--- config.mk ---
export PLATFORM = sky130hd
export DESIGN_NAME = egs_exp_cell
export DESIGN_NICKNAME = d
export VERILOG_FILES = /design/src/rtl/elliptical_gaussian_sample_defines.svh /design/src/rtl/egs_pkg.sv /design/src/rtl/egs_exp_cell.sv
export SDC_FILE = /design/constraint.sdc
export NUM_CORES = 2
export LEC_CHECK = 0
export BUFFER_PORTS_ARGS = -buffer_cell sky130_fd_sc_hd__buf_4
export CORE_MARGIN = 10
export CORE_UTILIZATION = 51
export DETAILED_ROUTE_END_ITERATION = 10
export PLACE_DENSITY = 0.68
export SKIP_LAST_GASP = 1
export SYNTH_ARGS = -nofsm -noshare
export SYNTH_HDL_FRONTEND = slang
export SYNTH_SLANG_ARGS = --single-unit
--- constraint.sdc ---
create_clock -name clk -period 11.95 [get_ports clk]
set_clock_uncertainty 0.1 [all_clocks]
set_input_delay 1.195 -clock clk [delete_from_list [all_inputs] [get_ports clk]]
set_output_delay 1.195 -clock clk [all_outputs]
set_load 0.05 [all_outputs]
--- src/rtl/elliptical_gaussian_sample_defines.svh ---
// assertion macros for the elliptical gaussian sample block
// used by the top level, needs nothing else
`ifndef ELLIPTICAL_GAUSSIAN_SAMPLE_DEFINES_SVH
`define ELLIPTICAL_GAUSSIAN_SAMPLE_DEFINES_SVH

// same-cycle implication
`define EGS_ASSERT_IMP(label, clk, rst, ante, cons, msg) \
  label: assert property (@(posedge clk) disable iff (rst) (ante) |-> (cons)) \
    else $error(msg);

// next-cycle implication
`define EGS_ASSERT_NXT(label, clk, rst, ante, cons, msg) \
  label: assert property (@(posedge clk) disable iff (rst) (ante) |=> (cons)) \
    else $error(msg);

`endif

--- src/rtl/egs_pkg.sv ---
// shared widths, constants, tables and stage map of the gaussian sample pipeline
// no dependencies
`default_nettype none

package egs_pkg;

  localparam int OFS_W = 16;
  localparam int AMP_W = 32;
  localparam int WID_W = 16;
  localparam int ANG_W = 16;
  localparam int VAL_W = 32;

  localparam logic signed [ANG_W-1:0] HALF_PI_Q13 = 16'sd12868;
  localparam logic signed [ANG_W-1:0] PI_Q13      = 16'sd25736;

  // cordic
  localparam int CORDIC_STEPS = 16;
  localparam int CORDIC_W     = 19;
  localparam logic signed [CORDIC_W-1:0] CORDIC_GAIN = 19'sd39797;

  // rotation
  localparam int PROD_W = 35;
  localparam int SUM_W  = 36;
  localparam int MAG_W  = 34;

  // restoring divider cells, shared by scaling and normalization
  localparam int DIV_REM_W = 65;
  localparam int DIV_DEN_W = 51;
  localparam int DIV_Q_W   = 32;
  localparam int STEP_W    = 5;

  // scaling
  localparam int SCL_BITS = 20;
  localparam logic [SCL_BITS-1:0] SCL_CLAMP = 20'd786432;

  // exponent
  localparam int SQ_W = 40;
  localparam int E_W  = 40;
  localparam int TE_W = 57;
  localparam int T_W  = 26;
  localparam logic [16:0] LOG2E_Q16 = 17'd94548;
  localparam logic [TE_W:0] T_ROUND = 58'h0_0000_8000_0000;

  // exponential
  localparam int FRAC_BITS = 16;
  localparam int EXP_STEPS = 16;
  localparam int P_W       = 25;
  localparam int TBL_W     = 24;
  localparam int MUL_W     = P_W + TBL_W;
  localparam logic [P_W-1:0]   P_ONE     = 25'h100_0000;
  localparam logic [MUL_W-1:0] EXP_ROUND = 49'h0_0000_0080_0000;
  localparam int EXP_K_MAX = 25;

  // normalization
  localparam int N0_W = 57;
  localparam int WM_W = 32;
  localparam int D_W  = 51;
  localparam int N_W  = 65;
  localparam logic [18:0] TWO_PI_Q16 = 19'd411775;

  // stage map, each index is one register stage
  localparam int ST_CORDIC  = 0;
  localparam int ST_ROT_MUL = ST_CORDIC + CORDIC_STEPS;
  localparam int ST_ROT_SUM = ST_ROT_MUL + 1;
  localparam int ST_SCL_CHK = ST_ROT_SUM + 1;
  localparam int ST_SCL_DIV = ST_SCL_CHK + 1;
  localparam int ST_SQ      = ST_SCL_DIV + SCL_BITS;
  localparam int ST_E       = ST_SQ + 1;
  localparam int ST_TE      = ST_E + 1;
  localparam int ST_T       = ST_TE + 1;
  localparam int ST_EXP     = ST_T + 1;
  localparam int ST_G       = ST_EXP + EXP_STEPS;
  localparam int ST_NMUL    = ST_G + 1;
  localparam int ST_DMUL    = ST_NMUL + 1;
  localparam int ST_QCHK    = ST_DMUL + 1;
  localparam int ST_QDIV    = ST_QCHK + 1;
  localparam int NST        = ST_QDIV + DIV_Q_W;

  // per-transaction data that rides beside the datapath
  typedef struct packed {
    logic [AMP_W-1:0]        amp;
    logic [WID_W-1:0]        maj;
    logic [WID_W-1:0]        mnr;
    logic                    bad;
    logic                    flip;
    logic signed [OFS_W-1:0] dx;
    logic signed [OFS_W-1:0] dy;
    logic                    ovf_x;
    logic                    ovf_y;
    logic                    ovf_q;
  } side_t;

  function automatic logic signed [CORDIC_W-1:0] atan_q16(input logic [3:0] idx);
    logic signed [CORDIC_W-1:0] r;
    unique case (idx)
      4'd0:  r = 19'sd51472;
      4'd1:  r = 19'sd30386;
      4'd2:  r = 19'sd16055;
      4'd3:  r = 19'sd8150;
      4'd4:  r = 19'sd4091;
      4'd5:  r = 19'sd2047;
      4'd6:  r = 19'sd1024;
      4'd7:  r = 19'sd512;
      4'd8:  r = 19'sd256;
      4'd9:  r = 19'sd128;
      4'd10: r = 19'sd64;
      4'd11: r = 19'sd32;
      4'd12: r = 19'sd16;
      4'd13: r = 19'sd8;
      4'd14: r = 19'sd4;
      4'd15: r = 19'sd2;
    endcase
    return r;
  endfunction

  // 2^(-2^-(idx+1)) in q24
  function automatic logic [TBL_W-1:0] pow2_frac_q24(input logic [3:0] idx);
    logic [TBL_W-1:0] r;
    unique case (idx)
      4'd0:  r = 24'd11863283;
      4'd1:  r = 24'd14107901;
      4'd2:  r = 24'd15384775;
      4'd3:  r = 24'd16065917;
      4'd4:  r = 24'd16417715;
      4'd5:  r = 24'd16596492;
      4'd6:  r = 24'd16686610;
      4'd7:  r = 24'd16731851;
      4'd8:  r = 24'd16754518;
      4'd9:  r = 24'd16765863;
      4'd10: r = 24'd16771539;
      4'd11: r = 24'd16774377;
      4'd12: r = 24'd16775797;
      4'd13: r = 24'd16776506;
      4'd14: r = 24'd16776861;
      4'd15: r = 24'd16777039;
    endcase
    return r;
  endfunction

endpackage

`default_nettype wire

--- src/rtl/egs_exp_cell.sv ---
// one fraction bit of the 2^-t product chain
// depends on egs_pkg
`default_nettype none

module egs_exp_cell (
  input  logic                        clk,
  input  logic                        en,
  input  logic [3:0]                  idx,
  input  logic [egs_pkg::P_W-1:0]     p_in,
  input  logic [egs_pkg::T_W-1:0]     t_in,
  output logic [egs_pkg::P_W-1:0]     p_out,
  output logic [egs_pkg::T_W-1:0]     t_out
);

  logic [egs_pkg::FRAC_BITS-1:0] frac;
  logic [egs_pkg::MUL_W-1:0]     prod;
  logic [egs_pkg::P_W-1:0]       p_next;

  always_comb begin
    frac   = t_in[egs_pkg::FRAC_BITS-1:0];
    prod   = {{(egs_pkg::MUL_W-egs_pkg::P_W){1'b0}}, p_in} *
             {{(egs_pkg::MUL_W-egs_pkg::TBL_W){1'b0}}, egs_pkg::pow2_frac_q24(idx)} +
             egs_pkg::EXP_ROUND;
    // cell idx handles fraction bit 15 - idx, which is ~idx on four bits
    p_next = frac[~idx] ? prod[egs_pkg::TBL_W +: egs_pkg::P_W] : p_in;
  end

  always_ff @(posedge clk) begin
    if (en) begin
      p_out <= p_next;
      t_out <= t_in;
    end
  end

endmodule

`default_nettype wire

# Word level (Yosys, flattened, before mapping)
# Memory sizes are Yosys's and may differ from the RTL's.
# Index checks and enable logic that the tools add are counted.
[classes] mul=1 magnitude_cmp=1 muxes=3 add_sub_neg=1 bitwise_logic=1
[op_table] operator="$add 49x24->49 const B" count=1
[op_table] operator="$mul 25x24->49" count=1
[op_table] operator="$mux 25" count=1
[op_table] operator="$lt 4x5->1 const B" count=1
[op_table] operator="$bmux 1 s4" count=1
[op_table] operator="$not 4->4" count=1
[op_table] operator="$mux 1" count=1
[totals] inputBits=57 out_inout_bits=51 n_memories=1 wordCells=10 ff_bits=51 mem_bits_ro=368
[memory_table] name="(name not given)" depth=16 word_bits=23 rd=1 rd_ports_with_merged_regs=0 wr=0 line_no="egs_pkg.sv:119" text="unique case (idx)"

# Longest topological paths before layout
[depth] ltp_word=4 ltp_mapped=33 mapped_depth_nobuf=30

# Worst setup path after synthesis
# Ideal clock, no wire load.
[synth_timing] path_kind="input -> register" from="in idx[1]" to="reg p_out[23] in the netlist's numbering (data pin)" arrival_ps=8678 setup_time_ps=265 required_ps=11585 cell_stages=30 slack_ps=2906 path_buffers=4 path_cell_list="clkbuf_1 > inv_1 > ha_1 > a21oi_1 > clkbuf_1 > nor2_1 > clkbuf_1 > and2_1 > fa_1 > inv_1 > fa_1 > inv_1 > fa_1 > fa_1 > fa_1 > fa_1 > inv_1 > fa_1 > inv_1 > ha_1 > clkbuf_1 > a21oi_1 > o21ai_1 > or2_1 > a21oi_1 > a211oi_4 > a211oi_4 > o31ai_4 > and4b_1 > or3_1"
[synth_via] elab_chain_cells=4 word_cells_on_any_way=7 cone_classes="add/sub (1); mul (1); mux (3); bitwise (1); memory (1)"
[synth_rtl] item="start, declared" line_no="egs_exp_cell.sv:8" text="input logic [3:0] idx,"
[synth_rtl] item="$mem_v2 16x23 or $not 4->4 (tied branches)"
[synth_rtl] item="$mul 25x24->49 or $bmux 1 s4 (tied branches)" line_no="egs_exp_cell.sv:21, egs_exp_cell.sv:25"
[synth_rtl] item="$add 49x24->49 or $mux 1 (tied branches)" line_no="egs_exp_cell.sv:22, egs_exp_cell.sv:25"
[synth_rtl] item="$mux 25 (*)" line_no="egs_exp_cell.sv:25" text="p_next = frac[~idx] ? prod[egs_pkg::TBL_W +: egs_pkg::P_W] : p_in;"
[synth_rtl] item="named net p_next, one bit" line_no="egs_exp_cell.sv:17" text="logic [egs_pkg::P_W-1:0] p_next;"
[synth_rtl] item="end signal, assigned" line_no="egs_exp_cell.sv:30" text="p_out <= p_next;"
[synth_rtl] item="end, declared" line_no="egs_exp_cell.sv:11" text="output logic [egs_pkg::P_W-1:0] p_out,"
# The timed path passes the listed nets; every way through them passes the cells marked *. The select of a mux whose other input is x is not followed.
# A chain may end at the register's enable or synchronous reset.

# Worst setup path after layout
[layout_timing] from="in idx[1]" to="reg p_out[19] in the netlist's numbering (data pin)"
# The elaborated chain is that of the path after synthesis.

==> impl_metrics.ini <==
[critical_path]
critPathTopFamily = adder cells
cp-end-kind = flop
worst_path_most_repeated_cell = fa_1
critPathSlowestCell = a2111oi_0
cp.arrival_ns = 9.87
crit_path_max_incr_delay_ns = 0.73
cp-start-kind = primary input
crit_buf_inv = 6
worstPathRequired_ns = 11.90
cp-startpoint = idx[1]
path_max_fanout = 15
crit_type = primary input to flop

[synthesis]
synth.most_common_cell = inv_1
yosysSeqAreaShare_pct = 6.89
synth-async-reset-ratio_pct = 0
synth_edf_count = 51
synth_area_leader_cell = fa_1
synth_top_area_share_pct = 45.3
synthTopCellsByArea = fa_1, ha_1, inv_1
ys_warn_count = 0
synth_area_per_cell_um2 = 9.10
synth_cells = 2441
syn_nets = 3200
synth.cell_area_um2 = 22200
synth.distinct_cells = 61
ys_ff_latch = 51
netlist_top_cells_count = inv_1, fa_1, nand2_1, and2_1, ha_1
synth-main-ff-cell = edfxtp_1

[clocking]
cts_buffers = 5
path_clk_slew_ns = 0.07
cts_tree = yes
cts_resized = 0
cts_root_buf = clkbuf_16
cts.sinks = 51
htreeDepth = 2
post-cts-setup-buffers = 0
ctsHoldBuffers = 0
clk_path_buf_depth = 2

[routing]
viasPerCell = 5.49
ant_nets = 0
via_count = 16700
drt_iter0_drc = 1149
drt-pass1-iter-count = 6
wl_per_cell_um = 21.5
post-route-drc-count = 0
drt-total-wl_um = 65300

[finish]
nFillCells = 3925
final_nets = 3209
syn_to_final_growth_pct = 6.45
drive_gt1_share_pct = 7.34
layout.cells.non_filler = 3038

[floorplanning]
top_level_ports = 108
rows = 76
die_area_um2 = 52300
start_util_pct = 51.6
core_area_um2 = 43100
die-height_um = 229
die_width_um = 229

[placement]
place.gp.congestion = 0.927
placedCellCount = 3028
dp_hpwl_um = 49600
io_buffer_count = 107

[grt]
grt-ovfl-total = 0
grt_pass1_wl_um = 103000
grt_max_degree = 52
grt_pass1_vias = 18500
antenna_found_initial = 4
grt_usage_pct = 25.4

[hold_path]
hold_start = t_in[18]
hp-class = primary input to flop
hold_end = t_out[18]
whs_path_depth = 1

[outcome]
status = completed

[sta]
final_hold_viol_count = 0
timing.final.crit_share_pct = 83.1
post-route-min-period_ns = 9.93
grt_setup_unrepaired = false
tns_ns = 0
setup_viol = 0
slew_viol_final = 0
clock.fmax_mhz = 101
worstMarginPinSlew_ns = 1.22
maxSlewHeadroom_pct = 18.6

[job]
maxCapViolations = 0
## cells by family after synthesis
group / after synthesis / synth area share [%]
compound gates: 195 / 5.77
xor+xnor: 27 / 1.06
fa+ha+maj: 702 / 56.5
buf+inv: 740 / 12.6
flops: 51 / 6.89
mux: 22 / 1.35
simple gates: 704 / 15.8
## state kept, by name, indices dropped and copies added, names as in the netlist
register	cells
p_out	25
t_out	26
## metrics by stage
stage	setup slack [ns]	cell area, µm²	util, %	hold slack (ns)
after global placement	2.16	23500	54.6	1.27
after global routing	1.65	23600	54.9	0.968
after CTS	2.16	23600	54.9	0.967
after detailed placement	1.91	23500	54.6	1.27
after floorplan	2.91	22200	-	1.19
final	2.02	23700	54.9	0.978
## placed cells by master, fill, tap and decap left out, types with 17 or more instances in the layout
cell      netlist  routed
ha_1          199     199
a21o_1         28      28
buf_4           2     125
xnor2_1        17      17
nor2b_1        29      29
inv_1         617     617
nor2_1         41      41
and2_1        233     233
fa_1          503     503
nor3_1         25      25
o21ai_0        29      27
edfxtp_1       51      51
a21oi_1        66      63
nand2_1       316     316
## worst max-delay path by stage
| stage | cells past startpoint | slack [ns] | end |
|---|---|---|---|
| after CTS | 27 | 2.16 | p_out[19] |
| after global routing | 28 | 1.65 | p_out[24] |
| after floorplan | 30 | 2.91 | p_out[23] |
| after detailed placement | 28 | 1.91 | p_out[23] |
| final | 27 | 2.02 | p_out[19] |
| after global placement | 27 | 2.16 | p_out[19] |
## routing by layer
| layer | track usage, % | part of all wire, % |
|---|---|---|
| met1 | 29.6 | 36 |
| met4 | 12.5 | 5.5 |
| met3 | 4.19 | 6.9 |
| met5 | 0 | 0 |
| met2 | 44.5 | 51 |
## final cells by class
cell class                 instances  area (µm²)  area share, %
multi-input combinational       1650       18000           76.0
tap                              585         732           3.09
inverter                         617        2320           9.79
antenna                            2        5.00         0.0212
clock inverter                     3        18.8         0.0794
sequential                        51        1530           6.48
clock buffer                       5         125          0.529
timing repair buffer             125         938           3.97
Power is not shown: default switching activity piles up to over one toggle a cycle in this logic, so the estimate is an artifact.
