[config.mk]
export PLATFORM = sky130hd
export DESIGN_NAME = egs_cordic_cell
export DESIGN_NICKNAME = d
export VERILOG_FILES = /design/src/rtl/elliptical_gaussian_sample_defines.svh /design/src/rtl/egs_pkg.sv /design/src/rtl/egs_cordic_cell.sv
export SDC_FILE = /design/constraint.sdc
export NUM_CORES = 1
export LEC_CHECK = 0
export BUFFER_PORTS_ARGS = -buffer_cell sky130_fd_sc_hd__buf_4
export CORE_MARGIN = 10
export CORE_UTILIZATION = 55
export CTS_CLUSTER_SIZE = 20
export DETAILED_ROUTE_END_ITERATION = 10
export PLACE_DENSITY = 0.88
export SETUP_SLACK_MARGIN = 0.02
export SYNTH_ARGS = -nofsm -noshare
export SYNTH_HDL_FRONTEND = slang
export SYNTH_SLANG_ARGS = --single-unit
export TNS_END_PERCENT = 1
[constraint.sdc]
create_clock -name clk -period 6.4 [get_ports clk]
set_input_delay 0 -clock clk [delete_from_list [all_inputs] [get_ports clk]]
set_output_delay 0 -clock clk [all_outputs]
set_load 0.02 [all_outputs]
[src/rtl/elliptical_gaussian_sample_defines.svh]
// assertion macros for the elliptical gaussian sample block
// used by the top level, needs nothing else
`ifndef ELLIPTICAL_GAUSSIAN_SAMPLE_DEFINES_SVH
`define ELLIPTICAL_GAUSSIAN_SAMPLE_DEFINES_SVH

// same-cycle implication
`define EGS_ASSERT_IMP(label, clk, rst, ante, cons, msg) \
  label: assert property (@(posedge clk) disable iff (rst) (ante) |-> (cons)) \
    else $error(msg);

// next-cycle implication
`define EGS_ASSERT_NXT(label, clk, rst, ante, cons, msg) \
  label: assert property (@(posedge clk) disable iff (rst) (ante) |=> (cons)) \
    else $error(msg);

`endif

[src/rtl/egs_pkg.sv]
// shared widths, constants, tables and stage map of the gaussian sample pipeline
// no dependencies
`default_nettype none

package egs_pkg;

  localparam int OFS_W = 16;
  localparam int AMP_W = 32;
  localparam int WID_W = 16;
  localparam int ANG_W = 16;
  localparam int VAL_W = 32;

  localparam logic signed [ANG_W-1:0] HALF_PI_Q13 = 16'sd12868;
  localparam logic signed [ANG_W-1:0] PI_Q13      = 16'sd25736;

  // cordic
  localparam int CORDIC_STEPS = 16;
  localparam int CORDIC_W     = 19;
  localparam logic signed [CORDIC_W-1:0] CORDIC_GAIN = 19'sd39797;

  // rotation
  localparam int PROD_W = 35;
  localparam int SUM_W  = 36;
  localparam int MAG_W  = 34;

  // restoring divider cells, shared by scaling and normalization
  localparam int DIV_REM_W = 65;
  localparam int DIV_DEN_W = 51;
  localparam int DIV_Q_W   = 32;
  localparam int STEP_W    = 5;

  // scaling
  localparam int SCL_BITS = 20;
  localparam logic [SCL_BITS-1:0] SCL_CLAMP = 20'd786432;

  // exponent
  localparam int SQ_W = 40;
  localparam int E_W  = 40;
  localparam int TE_W = 57;
  localparam int T_W  = 26;
  localparam logic [16:0] LOG2E_Q16 = 17'd94548;
  localparam logic [TE_W:0] T_ROUND = 58'h0_0000_8000_0000;

  // exponential
  localparam int FRAC_BITS = 16;
  localparam int EXP_STEPS = 16;
  localparam int P_W       = 25;
  localparam int TBL_W     = 24;
  localparam int MUL_W     = P_W + TBL_W;
  localparam logic [P_W-1:0]   P_ONE     = 25'h100_0000;
  localparam logic [MUL_W-1:0] EXP_ROUND = 49'h0_0000_0080_0000;
  localparam int EXP_K_MAX = 25;

  // normalization
  localparam int N0_W = 57;
  localparam int WM_W = 32;
  localparam int D_W  = 51;
  localparam int N_W  = 65;
  localparam logic [18:0] TWO_PI_Q16 = 19'd411775;

  // stage map, each index is one register stage
  localparam int ST_CORDIC  = 0;
  localparam int ST_ROT_MUL = ST_CORDIC + CORDIC_STEPS;
  localparam int ST_ROT_SUM = ST_ROT_MUL + 1;
  localparam int ST_SCL_CHK = ST_ROT_SUM + 1;
  localparam int ST_SCL_DIV = ST_SCL_CHK + 1;
  localparam int ST_SQ      = ST_SCL_DIV + SCL_BITS;
  localparam int ST_E       = ST_SQ + 1;
  localparam int ST_TE      = ST_E + 1;
  localparam int ST_T       = ST_TE + 1;
  localparam int ST_EXP     = ST_T + 1;
  localparam int ST_G       = ST_EXP + EXP_STEPS;
  localparam int ST_NMUL    = ST_G + 1;
  localparam int ST_DMUL    = ST_NMUL + 1;
  localparam int ST_QCHK    = ST_DMUL + 1;
  localparam int ST_QDIV    = ST_QCHK + 1;
  localparam int NST        = ST_QDIV + DIV_Q_W;

  // per-transaction data that rides beside the datapath
  typedef struct packed {
    logic [AMP_W-1:0]        amp;
    logic [WID_W-1:0]        maj;
    logic [WID_W-1:0]        mnr;
    logic                    bad;
    logic                    flip;
    logic signed [OFS_W-1:0] dx;
    logic signed [OFS_W-1:0] dy;
    logic                    ovf_x;
    logic                    ovf_y;
    logic                    ovf_q;
  } side_t;

  function automatic logic signed [CORDIC_W-1:0] atan_q16(input logic [3:0] idx);
    logic signed [CORDIC_W-1:0] r;
    unique case (idx)
      4'd0:  r = 19'sd51472;
      4'd1:  r = 19'sd30386;
      4'd2:  r = 19'sd16055;
      4'd3:  r = 19'sd8150;
      4'd4:  r = 19'sd4091;
      4'd5:  r = 19'sd2047;
      4'd6:  r = 19'sd1024;
      4'd7:  r = 19'sd512;
      4'd8:  r = 19'sd256;
      4'd9:  r = 19'sd128;
      4'd10: r = 19'sd64;
      4'd11: r = 19'sd32;
      4'd12: r = 19'sd16;
      4'd13: r = 19'sd8;
      4'd14: r = 19'sd4;
      4'd15: r = 19'sd2;
    endcase
    return r;
  endfunction

  // 2^(-2^-(idx+1)) in q24
  function automatic logic [TBL_W-1:0] pow2_frac_q24(input logic [3:0] idx);
    logic [TBL_W-1:0] r;
    unique case (idx)
      4'd0:  r = 24'd11863283;
      4'd1:  r = 24'd14107901;
      4'd2:  r = 24'd15384775;
      4'd3:  r = 24'd16065917;
      4'd4:  r = 24'd16417715;
      4'd5:  r = 24'd16596492;
      4'd6:  r = 24'd16686610;
      4'd7:  r = 24'd16731851;
      4'd8:  r = 24'd16754518;
      4'd9:  r = 24'd16765863;
      4'd10: r = 24'd16771539;
      4'd11: r = 24'd16774377;
      4'd12: r = 24'd16775797;
      4'd13: r = 24'd16776506;
      4'd14: r = 24'd16776861;
      4'd15: r = 24'd16777039;
    endcase
    return r;
  endfunction

endpackage

`default_nettype wire

[src/rtl/egs_cordic_cell.sv]
// one rotation step of the sine/cosine cordic chain
// depends on egs_pkg
`default_nettype none

module egs_cordic_cell (
  input  logic                                 clk,
  input  logic                                 en,
  input  logic [3:0]                           idx,
  input  logic signed [egs_pkg::CORDIC_W-1:0]  x_in,
  input  logic signed [egs_pkg::CORDIC_W-1:0]  y_in,
  input  logic signed [egs_pkg::CORDIC_W-1:0]  z_in,
  output logic signed [egs_pkg::CORDIC_W-1:0]  x_out,
  output logic signed [egs_pkg::CORDIC_W-1:0]  y_out,
  output logic signed [egs_pkg::CORDIC_W-1:0]  z_out
);

  logic signed [egs_pkg::CORDIC_W-1:0] xs, ys, x_next, y_next, z_next, ang;

  always_comb begin
    xs  = x_in >>> idx;
    ys  = y_in >>> idx;
    ang = egs_pkg::atan_q16(idx);
    if (!z_in[egs_pkg::CORDIC_W-1]) begin
      x_next = x_in - ys;
      y_next = y_in + xs;
      z_next = z_in - ang;
    end else begin
      x_next = x_in + ys;
      y_next = y_in - xs;
      z_next = z_in + ang;
    end
  end

  always_ff @(posedge clk) begin
    if (en) begin
      x_out <= x_next;
      y_out <= y_next;
      z_out <= z_next;
    end
  end

endmodule

`default_nettype wire

; After elaboration in Yosys (flattened, before gate mapping)
; Memories as Yosys holds them, arrays and structs flattened.
; Index checks and enable logic that the tools add are counted.
[word_totals]
mem_count = 1
ff_bits = 57
out_inout_bits = 57
wordCells = 15
romBits = 256
inputBits = 63
[classes]
muxes = 3
addsub = 6
shift = 2
[mem_list]
columns = memory, words, word_bits, rd, rd_clocked_by_memory_dff, write_ports, line_no
row1 = (no name shown), 16, 16, 1, 0, 0, egs_pkg.sv:95  ; unique case (idx)
[ops]
columns = operator, count
row1 = adder 19 bit, 3
row2 = two-way mux 19 bit, 3
row3 = subtractor 19 bit, 3
row4 = >>> shifter 19 x 4 -> 19 bit, 2

; Logic depth before layout (Yosys ltp)
; Gate-level depths: netlist of the first run.
[depth]
ltp_word = 3
depth_mapped = 25
ltp_nobuf = 21

; Worst setup path before layout of the first run
; OpenSTA, ideal clock, no wires.
[synth_path]
path_type = input to register
start = input idx[3]
end = register z_out[18] (netlist name), data pin
setup_ns = 0.263
arrival_ns = 4.748
path_buffers = 6
t_required_ns = 6.137
stages = 23
slack_ns = 1.389
cell_sequence = clkbuf_1 -> clkbuf_1 -> clkbuf_1 -> clkbuf_1 -> buf_1 -> a21oi_1 -> inv_1 -> ha_1 -> o211ai_1 -> a2111oi_0 -> nand3_1 -> or3_1 -> or2_2 -> and2_1 -> clkbuf_1 -> xor2_1 -> ha_1 -> a21oi_1 -> o21ai_0 -> a221oi_1 -> o31ai_1 -> a21oi_1 -> xor2_1
[synth_between]
elab_chain_cells = 3
elab_cells_between_ends = 4
cone_classes = add/sub: 2 / mux: 1 / memory: 1
[synth_rtl]
columns = item, line_no
row1 = "start, declared", egs_cordic_cell.sv:8  ; input logic [3:0] idx,
row2 = memory (16 x 16 bit) (*), -
row3 = subtractor 19 bit / adder 19 bit (equally long branches), "egs_cordic_cell.sv:26, egs_cordic_cell.sv:30"
row4 = two-way mux 19 bit (*), egs_cordic_cell.sv:23  ; if (!z_in[egs_pkg::CORDIC_W-1]) begin
row5 = "named net z_next, one bit", egs_cordic_cell.sv:17  ; logic signed [egs_pkg::CORDIC_W-1:0] xs, ys, x_next, y_next, z_next, ang;
row6 = "end signal, assigned", egs_cordic_cell.sv:38  ; z_out <= z_next;
row7 = "end, declared", egs_cordic_cell.sv:14  ; output logic signed [egs_pkg::CORDIC_W-1:0] z_out
; The timed path passes the listed nets; every way through them passes the cells marked *.
; A chain may end at the register's enable or synchronous reset.

; Worst setup path after layout of the first run
[layout_path]
start = input idx[0]
end = register z_out[18] (netlist name), data pin
; The elaborated chain is that of the path after synthesis.

==> metrics.cfg, run 1 <==
[global_route]
grt_overflow=0
antenna_found_initial=0
grt_usage_pct=22.1
grt_pass1_wl_um=35300
grt_max_degree=65
grt_pass1_vias=6972

[clocking]
post_cts_buffers=0
cts_buffer_depth=2
clkTransAtPathRegs_ps=50
root_buffer=clkbuf_16
cts_resized=0
cts_max_level=3
clock-sinks=57
cts_buffers=9
cts_tree=built

[synth]
synth_area_um2=7740
ys_warn_count=0
synth-edff-count=57
synth_seq_cells=57
syn_area_per_cell_um2=9.18
synth_cell_types=77
synthCells=843
syn-num-nets=975
synth-main-ff-cell=edfxtp_1
synthArstFlopShare_pct=0
ys_seq_area_share_pct=22.1

[critical_path]
cp_cell_sequence=buf_4 > inv_2 > ha_1 > nand2_1 > a21oi_1 > inv_1 > ha_1 > o211ai_1 > a2111oi_0 > nand3_1 > or3_1 > or2_2 > and2_1 > xor2_1 > ha_1 > nand2_1 > o21ai_0 > a221oi_1 > o31ai_1 > a21oi_1 > xor2_1
path_buf_inv=3
critPathCaptureType=register
cp.arrival_ps=5160
critPathMaxFanout=62
cp_top_family=compound AO/OA/AOI/OAI gates
critPathLaunchType=input port
crit_required_ps=6490
path_class=input port to register
cpMostUsedCell=ha_1
worst_path_largest_cell_delay_ps=640
cp_slowest_cell=buf_4

[layout]
n_fill_cell=1090
multi_input_area_um2=5670
syn2layout_area_growth_pct=16.0
diodes=0
fin_util_pct=64.9
final_net_count=1066
drive_gt1_share_pct=20.3
register_area_um2=1710

[detailed_routing]
wl_per_cell_um=19.4
via_per_inst=6.32
dr_total_vias=7075
drt_iter0_markers=717
routed_wl_um=21700
postRouteAntennaNets=0
drt-pass1-iter-count=5
drcViolationCount=0

[place]
dp_hpwl_um=16300
port_buffers=119
gp_congestion=0.995
dp_slack_ps=1070

[run_status]
status=completed

[floorplan]
coreArea_um2=13800
ioPinCount=120
start_util_pct=55.9
fp.dieW_um=139
dieHeight_um=139
die_area_um2=19200
rows=43

[timing]
max-slew-margin-rel_pct=30.4
rsz0062_at_grt=no
final-max-slew-violation-count=0
period_needed_ps=5070
setup_ws_ps=1330
worst_slew_pin_slew_ps=1040
setup_viol=0
max_freq_mhz=197
hold_violations=0
tns_ps=0
period_share_pct=79.2

[power_and_ir_drop]
ir_drop_mv=0.141
power_mw=2.28
p_per_area_nw_per_um2=254
power_leakage_nw=3.78

[run]
maxCapViolCount=0

[worst_hold_path]
hold_path_class=input port to register

sequential cells by signal, indices dropped and copies added, names as in the netlist:
signal	flops
x_out	19
z_out	19
y_out	19
cell usage in the layout, fill, tap and decap left out, types with 4 or more instances in the layout:
cell       count
mux4_1         5
a21boi_0       4
edfxtp_1      57
nor2_1        84
o41ai_1        7
nor2b_1       11
a31oi_1       13
nand3_1       11
or3_1          4
nand2b_1      11
o22ai_1        4
a221oi_1       5
xnor2_1       60
clkinv_1       4
a211oi_1      13
o21ai_0       43
mux2i_1       39
a21o_1        17
and2_1         8
nand2_1       62
o211ai_1       6
nor3_1        22
mux2_2        16
a21oi_1       62
inv_1         24
o21bai_1       6
clkbuf_16      9
ha_1          66
buf_4        121
o21a_1        12
mux4_2        26
xor2_1        32
and3_1         9
final timing paths:
check | endpoint | start | cells past startpoint | slack, ps
worst max-delay path | z_out[18] | idx[0] | 21 | 1330
worst min-delay path | z_out[1] | z_in[1] | 2 | 10
kinds of logic (layout without fill, tap and decap cells):
family	count (synthesis)	in the layout	share of synthesized area (%)
compound gates	225	225	19.2
xor+xnor	93	93	10.7
fa+ha+maj	69	69	11.5
buf+inv	70	166	4.56
flops	57	57	22.1
mux	89	89	17.3
simple gates	240	240	14.7
stage by stage:
stage               instance area, um^2  cells  hold WS [ps]
global route                       8970   1119          12.6
global placement                   8620   1101           319
CTS                                8970   1119          7.02
finish                             8970   1119          11.2
detailed placement                 8620   1101           313
floorplan                          7740    843           112
per-layer routing:
layer	GRT usage [%]	share of wire [%]	vias up
li1	-	-	3361
met1	28.2	41	3293
met2	34.3	46	357
met3	6.27	9.9	64
met4	9.43	3.1	0
met5	0	0	-
power breakdown:
part	leakage (nW)	total [mW]	internal [mW]	switching, mW
combinational	3.06	1.15	0.499	0.648
sequential	0.558	0.583	0.557	0.0267
clock	0.158	0.552	0.375	0.176
cell usage after synthesis (all sizes together) (11+ instances only):
cell,instances,area [um^2]
o21ai,43,215
a21o,17,128
nand2,62,233
a21oi,62,310
xnor2,60,526
nand2b,11,68.8
mux2,18,206
xor2,32,280
nor2b,11,68.8
nand3,12,65.1
mux2i,40,413
buf,23,176
edfxtp,57,1710
clkbuf,20,75.1
inv,26,97.6
ha,66,826
mux4,31,717
o21a,12,90.1
nor3,23,126
a31oi,13,81.3
a211oi,14,110
nor2,84,315
cell type report:
cell class | count | area share [%]
inverters | 27 | 1.13
well taps | 180 | 2.51
clock inverters | 7 | 1.21
multi-input cells | 716 | 63.2
repair buffers | 123 | 10.3
clock buffers | 9 | 2.51
flip-flops and latches | 57 | 19.1
timing repair:
item / CTS / global route
hold endpoints to repair: 2 / 0
hold buffers: 2 / 0
setup endpoints to repair: 0 / 0
No activity file was read; power rests on OpenSTA's default activity.
==> inputs of run 2 (changes only) <==
==> constraint.sdc (replaced) <==
create_clock -name clk -period 4.78 [get_ports clk]
set_input_delay 0 -clock clk [delete_from_list [all_inputs] [get_ports clk]]
set_output_delay 0 -clock clk [all_outputs]
set_load 0.02 [all_outputs]
==> metrics.cfg, run 2 (synthesis gave the netlist of run 1 again) <==
[timing]
setup_viol=0
final-max-slew-violation-count=0
period_needed_ps=4570
rsz0062_at_grt=yes
hold_violations=0
period_share_pct=95.6
max_freq_mhz=219
max-slew-margin-rel_pct=49.3
worst_slew_pin_slew_ps=761

[layout]
final_cell_mix=147 x buf_4, 83 x nor2_1, 66 x ha_1, 62 x nand2_1, 61 x a21oi_1
diodes=0
largest_registers=x_out (19), y_out (19), z_out (19)
syn2layout_area_growth_pct=19.3
final_net_count=1094
multi_input_area_um2=5680
layout.cells.non_filler=1147
register_area_um2=1710
fin_area_um2=9230
layout_commonest_cell=buf_4
drive_gt1_share_pct=23.3
n_fill_cell=1089

[global_route]
grt_pass1_wl_um=36100
grt_usage_pct=22.4
grt_overflow=0
grt_max_degree=58
antenna_found_initial=0
grt_pass1_vias=7313

[detailed_routing]
dr_total_vias=7316
drt_iter0_markers=715
via_per_inst=6.38
drcViolationCount=0
routed_wl_um=22200
postRouteAntennaNets=0
drt-pass1-iter-count=6
wl_per_cell_um=19.4

[clocking]
clock-sinks=57
cts_buffer_depth=2
cts_max_level=3
root_buffer=clkbuf_16
clkTransAtPathRegs_ps=50
cts_tree=built
post_cts_buffers=0
cts_buffers=9

[floorplan]
ioPinCount=120
dieHeight_um=139
die_area_um2=19200
fp.dieW_um=139
start_util_pct=55.9
rows=43
coreArea_um2=13800

[critical_path]
crit_required_ps=4860
cp.arrival_ps=4650
critPathMaxFanout=4
path_class=input port to register
critPathLaunchType=input port
critPathCaptureType=register

[power_and_ir_drop]
p_per_area_nw_per_um2=337
power_leakage_nw=3.93
ir_drop_mv=0.207

[worst_hold_path]
hold_path_class=input port to register

[place]
place_inst=1129
dp_hpwl_um=17000
port_buffers=119
dpl-instance-area_um2=8850
gp_congestion=0.944

[run_status]
status=completed

[run]
maxCapViolCount=0

-- run 2: cell types whose count changed in the layout (fill, tap and decap cells not counted) --
| cell | change |
|---|---|
| a21oi_1 | -1 |
| clkinvlp_4 | +1 |
| clkinv_4 | +1 |
| a2111oi_0 | -1 |
| clkinv_1 | -3 |
| a21oi_2 | +1 |
| nor2_1 | -1 |
| a2111oi_2 | +1 |
| buf_12 | +2 |
| nor2_2 | +1 |
| buf_4 | +26 |
| clkinv_2 | +1 |
-- run 2: final cells by class --
class / instances / share of cell area (%)
multi-input combinational: 716 / 61.6
sequential: 57 / 18.5
timing repair buffer: 151 / 12.6
clock buffer: 9 / 2.44
tap: 180 / 2.44
clock inverter: 7 / 1.29
inverter: 27 / 1.10
-- run 2: repair_timing --
item                       CTS  global route
hold buffers                 2             0
gates resized for setup      0             3
setup endpoints to repair    0             2
hold endpoints to repair     2             0
-- run 2: worst paths after layout --
| check | startpoint | endpoint | cells past startpoint |
|---|---|---|---|
| max | x_in[0] | y_out[18] | 21 |
| min | y_in[1] | y_out[1] | 2 |
-- run 2: power by group --
group	switching, mW	total (mW)	internal [mW]
Clock	0.244	0.752	0.508
Combinational	0.882	1.58	0.697
Sequential	0.0353	0.780	0.745
-- run 2: critical path, cell delays in order --
cell and delay (ps):
dlygate4sd3_1 530, buf_4 140, mux4_2 450, mux2_4 290, mux2i_4 170, ha_1 230, inv_1 50, a211oi_1 160
a32o_1 220, and4b_1 270, a31oi_1 110, xor2_1 170, ha_1 360, nand2_1 120, nor2_2 200, nand3_1 100
o211ai_1 240, a21o_1 180, a21oi_2 70, o21ai_0 170, xor3_1 420
-- run 2: metrics by stage --
step                      total power, mW  utilization (%)  worst slack, ps  hold WS (ps)  setup TNS [ps]
after floorplan                      1.85                -             25.3           112               0
after global placement               2.30             64.0              166           305               0
after detailed placement             2.34             64.0            -53.1           307           -69.3
after CTS                            3.11             66.7              160          30.9               0
after global routing                 3.29             66.8            -29.0          43.6           -29.0
final                                3.11             66.8              208          35.5               0
-- run 2: layer usage --
metal	wire, um	track usage [%]
met1	9220	27.9
met2	10500	36.9
met3	1980	5.14
met4	530	8.38
met5	0	0
