**config.mk**
```make
export PLATFORM = sky130hd
export DESIGN_NAME = egs_div_cell
export DESIGN_NICKNAME = d
export VERILOG_FILES = /design/src/rtl/elliptical_gaussian_sample_defines.svh /design/src/rtl/egs_pkg.sv /design/src/rtl/egs_div_cell.sv
export SDC_FILE = /design/constraint.sdc
export NUM_CORES = 1
export LEC_CHECK = 0
export ABC_AREA = 1
export BUFFER_PORTS_ARGS = -buffer_cell sky130_fd_sc_hd__buf_2
export CELL_PAD_IN_SITES_DETAIL_PLACEMENT = 0
export CELL_PAD_IN_SITES_GLOBAL_PLACEMENT = 2
export CORE_MARGIN = 4
export CORE_UTILIZATION = 31
export DETAILED_ROUTE_END_ITERATION = 8
export HOLD_SLACK_MARGIN = 0.1
export PLACE_DENSITY_LB_ADDON = 0.1
export SETUP_SLACK_MARGIN = 0.15
export SKIP_LAST_GASP = 1
export SLEW_MARGIN = 25
export SYNTH_ARGS = -nofsm -noshare
export SYNTH_HDL_FRONTEND = slang
export SYNTH_SLANG_ARGS = --single-unit
```
**constraint.sdc**
```tcl
create_clock -name clk -period 4.3 [get_ports clk]
set_input_delay 0.43 -clock clk [delete_from_list [all_inputs] [get_ports clk]]
set_output_delay 0.43 -clock clk [all_outputs]
set_load 0.02 [all_outputs]
```
**src/rtl/elliptical_gaussian_sample_defines.svh**
```systemverilog
// assertion macros for the elliptical gaussian sample block
// used by the top level, needs nothing else
`ifndef ELLIPTICAL_GAUSSIAN_SAMPLE_DEFINES_SVH
`define ELLIPTICAL_GAUSSIAN_SAMPLE_DEFINES_SVH

// same-cycle implication
`define EGS_ASSERT_IMP(label, clk, rst, ante, cons, msg) \
  label: assert property (@(posedge clk) disable iff (rst) (ante) |-> (cons)) \
    else $error(msg);

// next-cycle implication
`define EGS_ASSERT_NXT(label, clk, rst, ante, cons, msg) \
  label: assert property (@(posedge clk) disable iff (rst) (ante) |=> (cons)) \
    else $error(msg);

`endif

```
**src/rtl/egs_pkg.sv**
```systemverilog
// shared widths, constants, tables and stage map of the gaussian sample pipeline
// no dependencies
`default_nettype none

package egs_pkg;

  localparam int OFS_W = 16;
  localparam int AMP_W = 32;
  localparam int WID_W = 16;
  localparam int ANG_W = 16;
  localparam int VAL_W = 32;

  localparam logic signed [ANG_W-1:0] HALF_PI_Q13 = 16'sd12868;
  localparam logic signed [ANG_W-1:0] PI_Q13      = 16'sd25736;

  // cordic
  localparam int CORDIC_STEPS = 16;
  localparam int CORDIC_W     = 19;
  localparam logic signed [CORDIC_W-1:0] CORDIC_GAIN = 19'sd39797;

  // rotation
  localparam int PROD_W = 35;
  localparam int SUM_W  = 36;
  localparam int MAG_W  = 34;

  // restoring divider cells, shared by scaling and normalization
  localparam int DIV_REM_W = 65;
  localparam int DIV_DEN_W = 51;
  localparam int DIV_Q_W   = 32;
  localparam int STEP_W    = 5;

  // scaling
  localparam int SCL_BITS = 20;
  localparam logic [SCL_BITS-1:0] SCL_CLAMP = 20'd786432;

  // exponent
  localparam int SQ_W = 40;
  localparam int E_W  = 40;
  localparam int TE_W = 57;
  localparam int T_W  = 26;
  localparam logic [16:0] LOG2E_Q16 = 17'd94548;
  localparam logic [TE_W:0] T_ROUND = 58'h0_0000_8000_0000;

  // exponential
  localparam int FRAC_BITS = 16;
  localparam int EXP_STEPS = 16;
  localparam int P_W       = 25;
  localparam int TBL_W     = 24;
  localparam int MUL_W     = P_W + TBL_W;
  localparam logic [P_W-1:0]   P_ONE     = 25'h100_0000;
  localparam logic [MUL_W-1:0] EXP_ROUND = 49'h0_0000_0080_0000;
  localparam int EXP_K_MAX = 25;

  // normalization
  localparam int N0_W = 57;
  localparam int WM_W = 32;
  localparam int D_W  = 51;
  localparam int N_W  = 65;
  localparam logic [18:0] TWO_PI_Q16 = 19'd411775;

  // stage map, each index is one register stage
  localparam int ST_CORDIC  = 0;
  localparam int ST_ROT_MUL = ST_CORDIC + CORDIC_STEPS;
  localparam int ST_ROT_SUM = ST_ROT_MUL + 1;
  localparam int ST_SCL_CHK = ST_ROT_SUM + 1;
  localparam int ST_SCL_DIV = ST_SCL_CHK + 1;
  localparam int ST_SQ      = ST_SCL_DIV + SCL_BITS;
  localparam int ST_E       = ST_SQ + 1;
  localparam int ST_TE      = ST_E + 1;
  localparam int ST_T       = ST_TE + 1;
  localparam int ST_EXP     = ST_T + 1;
  localparam int ST_G       = ST_EXP + EXP_STEPS;
  localparam int ST_NMUL    = ST_G + 1;
  localparam int ST_DMUL    = ST_NMUL + 1;
  localparam int ST_QCHK    = ST_DMUL + 1;
  localparam int ST_QDIV    = ST_QCHK + 1;
  localparam int NST        = ST_QDIV + DIV_Q_W;

  // per-transaction data that rides beside the datapath
  typedef struct packed {
    logic [AMP_W-1:0]        amp;
    logic [WID_W-1:0]        maj;
    logic [WID_W-1:0]        mnr;
    logic                    bad;
    logic                    flip;
    logic signed [OFS_W-1:0] dx;
    logic signed [OFS_W-1:0] dy;
    logic                    ovf_x;
    logic                    ovf_y;
    logic                    ovf_q;
  } side_t;

  function automatic logic signed [CORDIC_W-1:0] atan_q16(input logic [3:0] idx);
    logic signed [CORDIC_W-1:0] r;
    unique case (idx)
      4'd0:  r = 19'sd51472;
      4'd1:  r = 19'sd30386;
      4'd2:  r = 19'sd16055;
      4'd3:  r = 19'sd8150;
      4'd4:  r = 19'sd4091;
      4'd5:  r = 19'sd2047;
      4'd6:  r = 19'sd1024;
      4'd7:  r = 19'sd512;
      4'd8:  r = 19'sd256;
      4'd9:  r = 19'sd128;
      4'd10: r = 19'sd64;
      4'd11: r = 19'sd32;
      4'd12: r = 19'sd16;
      4'd13: r = 19'sd8;
      4'd14: r = 19'sd4;
      4'd15: r = 19'sd2;
    endcase
    return r;
  endfunction

  // 2^(-2^-(idx+1)) in q24
  function automatic logic [TBL_W-1:0] pow2_frac_q24(input logic [3:0] idx);
    logic [TBL_W-1:0] r;
    unique case (idx)
      4'd0:  r = 24'd11863283;
      4'd1:  r = 24'd14107901;
      4'd2:  r = 24'd15384775;
      4'd3:  r = 24'd16065917;
      4'd4:  r = 24'd16417715;
      4'd5:  r = 24'd16596492;
      4'd6:  r = 24'd16686610;
      4'd7:  r = 24'd16731851;
      4'd8:  r = 24'd16754518;
      4'd9:  r = 24'd16765863;
      4'd10: r = 24'd16771539;
      4'd11: r = 24'd16774377;
      4'd12: r = 24'd16775797;
      4'd13: r = 24'd16776506;
      4'd14: r = 24'd16776861;
      4'd15: r = 24'd16777039;
    endcase
    return r;
  endfunction

endpackage

`default_nettype wire

```
**src/rtl/egs_div_cell.sv**
```systemverilog
// one quotient bit of a pipelined restoring divider
// depends on egs_pkg
`default_nettype none

module egs_div_cell (
  input  logic                              clk,
  input  logic                              en,
  input  logic [egs_pkg::STEP_W-1:0]        step,
  input  logic [egs_pkg::DIV_REM_W-1:0]     rem_in,
  input  logic [egs_pkg::DIV_DEN_W-1:0]     den_in,
  input  logic [egs_pkg::DIV_Q_W-1:0]       q_in,
  output logic [egs_pkg::DIV_REM_W-1:0]     rem_out,
  output logic [egs_pkg::DIV_DEN_W-1:0]     den_out,
  output logic [egs_pkg::DIV_Q_W-1:0]       q_out
);

  logic [egs_pkg::DIV_REM_W-1:0] den_ext, rem_next;
  logic                          fit;

  always_comb begin
    den_ext  = {{(egs_pkg::DIV_REM_W-egs_pkg::DIV_DEN_W){1'b0}}, den_in};
    // floor(rem / 2^step) >= den is the same test as rem >= den * 2^step
    fit      = (rem_in >> step) >= den_ext;
    rem_next = fit ? rem_in - (den_ext << step) : rem_in;
  end

  always_ff @(posedge clk) begin
    if (en) begin
      rem_out <= rem_next;
      den_out <= den_in;
      q_out   <= {q_in[egs_pkg::DIV_Q_W-2:0], fit};
    end
  end

endmodule

`default_nettype wire

```
# Yosys cells after proc, flatten, opt, wreduce, memory -nomap -nowiden
# Cells that the tools add are included.
# word_totals
regBits	148
output_inout_bits	148
word_cells	8
# op_classes
addsub	1
magnitude_cmp	1
n_shift	2
muxes	1
# ops
cell	n
65-bit by 51-bit >= comparator with 1-bit output	1
65-bit 2-to-1 mux	1
51-bit by 5-bit left shift with 65-bit output	1
65-bit by 5-bit >> shifter with 65-bit output	1
65-bit subtractor	1

# Longest topological paths before layout
# Gate-level depths: netlist of the first run.
# depth
ltp_word	3
mapped_depth	32
ltp_nobuf	26

# Worst setup path before layout of the first run
# No wires, ideal clock.
# synth_path
path_kind	input port to flip-flop
startpoint	in step[0] in the netlist's numbering
endpoint	reg rem_out[34] in the netlist's numbering (data pin)
arrival_time_ps	3588
path_slack_ps	580
stages	29
n_path_buf	7
cell_sequence	buf_6 buf_6 buf_4 buf_2 buf_4 nand2_1 nand2_1 o21ai_0 inv_1 o21ai_0 nand2_1 o21ai_0 o21ai_0 ha_1 nand2_1 inv_1 o21ai_0 nand2_1 nand2_1 nand2_1 a21oi_1 nand2_1 nand2_1 nand2_1 nand2_1 clkbuf_1 buf_1 nand4_1 nand2_1
# synth_between
elab_chain_len	3
word_cells_on_any_way	5
# synth_rtl
element	line	source
start: declaration	egs_div_cell.sv:8	input logic [egs_pkg::STEP_W-1:0] step,
51-bit by 5-bit left shift with 65-bit output or 65-bit by 5-bit >> shifter with 65-bit output (tied branches)	egs_div_cell.sv:24, egs_div_cell.sv:23	
65-bit subtractor or 65-bit by 51-bit >= comparator with 1-bit output (tied branches)	egs_div_cell.sv:24, egs_div_cell.sv:23	
65-bit 2-to-1 mux (*)	egs_div_cell.sv:24	rem_next = fit ? rem_in - (den_ext << step) : rem_in;
net rem_next, one bit	egs_div_cell.sv:17	logic [egs_pkg::DIV_REM_W-1:0] den_ext, rem_next;
end signal: assignment	egs_div_cell.sv:29	rem_out <= rem_next;
end: declaration	egs_div_cell.sv:12	output logic [egs_pkg::DIV_REM_W-1:0] rem_out,
# The timed path passes the listed nets; every way through them passes the cells marked *.
# A chain may end at the register's enable or synchronous reset.

# Worst setup path after layout of the first run
# layout_path
startpoint	in step[0] in the netlist's numbering
endpoint	reg rem_out[33] in the netlist's numbering (data pin)
# The elaborated chain is that of the path after synthesis.

==> run summary, run 1 <==
- proportion of power drawn by combinational gates: 55.0%
- total buffers and inverters traversed by the critical path: 7
- synth unique cells: 47
- Area contributors post-synth: edfxtp_1, nand2_1, o21ai_0
- area growth from synthesis to layout: 43.4%
- clock tree root driver cell: clkbuf_16
- clock-pin slew on the worst setup and hold paths: 80 ps
- worst min path class: input pin to register
- total nets after synthesis: 3091
- setup repair after global routing missed its margin: no
- max-cap violation count: 0
- core region area: 56600 µm²
- total cell area at the placement stage: 24300 µm²
- sequential group share of total power: 24.1%
- CTS tree: done
- average routed wire per standard cell: 20.5 µm
- GRT Resource Usage Total: 28.6%
- critical path required time: 4520 ps
- starting density of the core: 31.4%
- fraction of registers with async set or reset after synthesis: 0%
- run status: finished clean
- dominant cell type by area after synthesis: edfxtp_1
- xor/xnor cell area share of the yosys netlist: 1.77%
- most frequently used cell type in the post-synthesis netlist: nand2_1
- die footprint: 61200 µm²
- number of setup violations in the final report: 0
- syn_area_per_cell: 6.30 µm²
- max-slew violation count: 0
- adder and majority cell fraction of the synthesized area: 8.21%
- highest attainable clock frequency: 248 MHz
- power dissipated by switching net loads: 3.38 mW
- commonest cells in the synthesized netlist: nand2_1, o21ai_0, inv_1
- I/O Buffers: 301
- critical path capture point type: register
- CP Max Fanout: 15
- final hold violation count: 0
- slew at the pin closest to its max-slew limit: 688 ps
- startpoint type of the worst setup path: input pin
- type of the worst setup path: input pin to register
- Critical Path Slowest Stage Cell: ha_1
- CTS H-tree lvls: 4
- Mapped Cells: 2820
- power density of the placed cells: 304 nW/µm²
- die span in y: 247 µm
- detail-routed via count per cell: 5.02
- Top-Level Pins: 303
- category of cells accounting for the largest share of critical-path delay: simple AND/OR/NAND/NOR gates
- Slew Limit Headroom: 53.6%
- pin count of the biggest net entering global routing: 66
- dominant cell type by count on the critical path: nand2_1
- Top FF cell, synth: edfxtp_1
- synth warn: 0
- number of enable-type register cells in the synthesized netlist: 148
- sequential share of the synthesized area: 25.0%
- Pre-Repair DR Iteration Count: 5
- setup TNS after final layout: 0 ps
- via count: 22.1k
- area of the mapped netlist: 17800 µm²
- compound-gate portion of the synthesized area: 16.2%
- flip-flop and latch count after synthesis: 148
- part of the power in the clock network: 20.9%
- first-pass GRT wire length: 131 mm
- CTS buffer count: 17
- data arrival at the endpoint of the critical path: 4250 ps
- total leakage power: 12.8 nW
- post-route standard cell area excluding fillers: 25500 µm²
- Clock Sinks: 148
- sum of overflow across all layers after global routing: 0
- cell-internal power: 4.38 mW
- Die X: 247 µm
- Worst path max stage delay: 350 ps
- fraction of the mapped netlist area in simple logic gates: 34.2%
- RD Place Congestion: 0.985
- ratio of final minimum period to clock period: 93.8%
- total DRC errors in the routed layout: 0
- maximum clock path buffer count: 2
- switching share of total power: 43.5%
- initial antenna violation count: 1
- VDD IR-drop max: 0.000330 V
- combinational family with the most area after synthesis: simple AND/OR/NAND/NOR gates
- top cell type's share of synthesized area: 25.0%
- DR iter-0 viols: 1562
- cell chain of the critical path: buf_6, buf_12, inv_4, buf_4, nand2_1, nand2_1, o21ai_0, nor2_1, a31oi_1, buf_4, nand2_1, o21ai_1, o21ai_0, ha_1, nand4_1, or2_2, nor4_1, nand2_1, nand2_1, nand2_2, buf_6, buf_12, nand4_1, nand2_1
- share of cell area taken by muxes after synthesis: 4.73%
- half-perimeter wire length after detailed placement: 76.0 mm
- number of nets with antenna violations after detailed routing: 0
- NumNets Final: 3897
- fraction of layout cells with a size suffix above 1: 26.8%
- # rows: 87
- routed wire length: 90.0 mm
- vias in the first global route: 21.8k
- post-layout min period: 4030 ps
-- timing repair --
| item | 4_1_cts | 5_1_grt |
|---|---|---|
| endpoints found under the hold margin | 31 | 0 |
| hold buffers | 31 | 0 |
| setup endpoints to repair | 0 | 65 |
| gates resized for setup | 0 | 71 |
| buffers inserted | 0 | 3 |
-- placed cells by master, fill, tap and decap left out, types with 30 or more instances in the layout --
cell	synthesis	routed
nand3_1	180	180
edfxtp_1	148	148
dlygate4sd3_1	0	31
inv_1	284	283
buf_12	0	30
buf_4	7	556
a21oi_1	131	129
mux2i_1	84	81
nand4_1	80	80
buf_2	33	298
xor2_1	33	33
o21ai_0	319	285
o21ai_1	6	37
nand2_1	974	968
ha_1	115	113
nor2_1	197	189
-- flip-flops by register name, indices dropped and copies added (netlist names) --
| register | cells |
|---|---|
| rem_out | 65 |
| q_out | 32 |
| den_out | 51 |
-- stage by stage --
| step | std cells | total power [mW] | setup slack (ps) | hold slack, ps | utilization (%) |
|---|---|---|---|---|---|
| floorplan | 2820 | 3.93 | 580 | 529 | - |
| global placement | 4327 | 6.05 | -281 | 606 | 43.0 |
| detailed placement | 4327 | 6.06 | -259 | 608 | 43.0 |
| CTS | 4390 | 7.74 | 266 | 102 | 44.6 |
| global route | 4395 | 8.27 | 126 | 116 | 45.0 |
| finish | 4396 | 7.75 | 266 | 138 | 45.0 |
-- cell families (layout without fill, tap and decap cells) --
group / Yosys count / count (layout)
muxes: 84 / 84
DFF: 148 / 148
adders and majority gates: 116 / 116
other: 0 / 1
buffers and inverters: 422 / 1241
xor gates and xnor gates: 36 / 36
AOI/OAI and AO/OA: 536 / 536
and+or+nand+nor: 1478 / 1478
-- final cells by class --
cell class | count | area, µm²
diodes | 1 | 2.50
clock buffers | 17 | 425
clock inverters | 15 | 188
fillers | 6175 | 31100
inverters | 288 | 1080
multi-input cells | 2250 | 11700
flip-flops and latches | 148 | 4440
well taps | 756 | 946
repair buffers | 921 | 6670
-- final timing paths --
path              slack (ps)  cells past startpoint  startpoint           to
setup / recovery         270                     24     step[0]  rem_out[33]
hold / removal           140                      1   den_in[6]   den_out[6]
-- layer usage --
metal  up-vias  track usage, %  part of all wire [%]
met3       126            3.27                   4.8
met4         0            10.4                   3.5
met1     10300            38.8                    46
met2       614            47.0                    46
met5         -               0                     0
li1      11100               -                     -
-- power groups by stage --
stage | Clock (mW) | Sequential, mW | Combinational, mW
6_report | 1.62 | 1.87 | 4.26
5_1_grt | 1.74 | 1.89 | 4.65
4_1_cts | 1.67 | 1.88 | 4.19
3_5_place_dp | 0 | 1.90 | 4.15
3_3_place_gp | 0 | 1.90 | 4.15
2_1_floorplan | 0 | 2.14 | 1.79
No activity file was read; power rests on OpenSTA's default activity.
==> inputs of run 2 (changes only) <==
BUFFER_PORTS_ARGS = -buffer_cell sky130_fd_sc_hd__buf_4   (was -buffer_cell sky130_fd_sc_hd__buf_2)
==> run 2 against run 1 <==
First-iteration DRC count increased by 30%. Via count is essentially flat. Hold slack improved by 1.6 ps. Sequential power hardly changed. Flip-flop and latch count did not move. Setup slack improved by 7.9 ps. Total power rose by 0.80%. Clock power about the same.
==> run summary, run 2 (synthesized netlist as in run 1, its figures left out) <==
- run status: finished clean
- die footprint: 61200 µm², unchanged
- dominant cell type by count on the critical path: nand2_1
- total cell area at the placement stage: 24600 µm², +1.0%
- critical path required time: 4540 ps, +20 ps
- # rows: 87, unchanged
- via count: 22.1k, -0.086%
- RD Place Congestion: 0.965, -2.0%
- initial antenna violation count: 0, -1
- VDD IR-drop max: 0.000333 V, +1.0%
- final hold slack: 140 ps, +1.57 ps
- number of nets with antenna violations after detailed routing: 0, unchanged
- final non-filler cell total: 4343, -1.2%
- Pre-Repair DR Iteration Count: 7, +2
- NumNets Final: 3845, -1.3%
- power density of the placed cells: 303 nW/µm², -0.56%
- most common cell after layout, fill and taps aside: nand2_1
- Top-Level Pins: 303, unchanged
- data arrival at the endpoint of the critical path: 4260 ps, about the same
- flip-flop count of the largest register after layout: 65, unchanged
- die span in y: 247 µm, unchanged
- final-layout fill cell count: 6069, -1.7%
- antenna diode count: 0, -1
- commonest cells after routing, fill and taps aside: nand2_1, buf_4, inv_1
- slew at the pin closest to its max-slew limit: 634 ps, -54.5 ps
- category of cells accounting for the largest share of critical-path delay: simple AND/OR/NAND/NOR gates
- sum of overflow across all layers after global routing: 0, unchanged
- GRT Resource Usage Total: 28.0%, -0.57 points
- register with the highest flop count: rem_out
- number of setup violations in the final report: 0, unchanged
- pin count of the biggest net entering global routing: 93, +41%
- maximum clock path buffer count: 2, unchanged
- ratio of final minimum period to clock period: 93.6%, -0.18 points
- setup repair after global routing missed its margin: yes
- total instance count after detailed placement: 4270, -1.3%
- Critical Path Slowest Stage Cell: ha_1
- final hold violation count: 0, unchanged
- CTS H-tree lvls: 4, unchanged
- detail-routed via count per cell: 5.08, +1.1%
- Worst path max stage delay: 390 ps, +40 ps
- CTS tree: done
- Slew Limit Headroom: 57.3%, +3.7 points
- first-pass GRT wire length: 128 mm, -1.9%
- Die X: 247 µm, unchanged
- area growth from synthesis to layout: 45.4%
- post-layout min period: 4030 ps, -7.93 ps
- worst min path class: input pin to register
- average routed wire per standard cell: 20.4 µm, -0.56%
- setup TNS after final layout: 0 ps, unchanged
- post-route standard cell area excluding fillers: 25800 µm², +1.4%
- highest attainable clock frequency: 248 MHz, +0.20%
- clock-pin slew on the worst setup and hold paths: 70 ps, about the same
- vias in the first global route: 21.4k, -1.6%
- max-slew violation count: 0, unchanged
- routed wire length: 88.4 mm, -1.8%
- Largest regs: rem_out: 65 flops, den_out: 51 flops, q_out: 32 flops
- core region area: 56600 µm², unchanged
- total leakage power: 12.8 nW, -0.38%
- I/O Buffers: 301, unchanged
- startpoint type of the worst setup path: input pin
- total buffers and inverters traversed by the critical path: 8, +1
- max-cap violation count: 0, unchanged
- total DRC errors in the routed layout: 0, unchanged
- clock tree root driver cell: clkbuf_16
- critical path capture point type: register
- half-perimeter wire length after detailed placement: 74.9 mm, -1.4%
- CP Max Fanout: 49, +34
- Clock Sinks: 148, unchanged
- fraction of layout cells with a size suffix above 1: 26.2%, -0.56 points
- starting density of the core: 31.4%, unchanged
- DR iter-0 viols: 2026, +30%
- CTS buffer count: 17, unchanged
- type of the worst setup path: input pin to register
==> run 2: path summary, 6_finish.rpt <==
check                 start     endpoint  depth (start not counted)  slack, ps
setup / recovery    step[0]  rem_out[51]                         26        270
hold / removal    den_in[8]   den_out[8]                          1        140
==> run 2: cell type report <==
| class | count | area, µm² | area share [%] |
|---|---|---|---|
| multi-input cells | 2250 | 11800 | 45.7 |
| repair buffers | 869 | 6930 | 26.8 |
| flip-flops and latches | 148 | 4440 | 17.2 |
| inverters | 288 | 1080 | 4.20 |
| well taps | 756 | 946 | 3.66 |
| clock buffers | 17 | 425 | 1.65 |
| clock inverters | 15 | 186 | 0.722 |
==> run 2: what timing repair did <==
action	4_1_cts	5_1_grt
resized for setup	0	102
setup buffers	0	4
hold buffers	37	0
endpoints found under the setup margin	0	65
hold endpoints to repair	37	0
==> run 2: where the power goes <==
group | total (mW) | switching [mW] | internal, mW
combinational | 4.35 | 2.54 | 1.81
clock | 1.59 | 0.756 | 0.831
sequential | 1.88 | 0.0571 | 1.82
total | 7.82 | 3.35 | 4.46
==> run 2: routing by layer <==
layer | GRT usage (%) | wire, µm
met1 | 38.0 | 40000
met2 | 46.2 | 40800
met3 | 2.93 | 4400
met4 | 10.3 | 3230
met5 | 0 | 0
==> run 2: through the flow <==
step / util (%) / power, mW / setup WS [ps]
CTS: 45.2 / 7.78 / 210
global route: 45.6 / 8.31 / 115
global placement: 43.4 / 6.10 / -262
floorplan: - / 3.93 / 580
finish: 45.6 / 7.82 / 274
detailed placement: 43.4 / 6.12 / -291
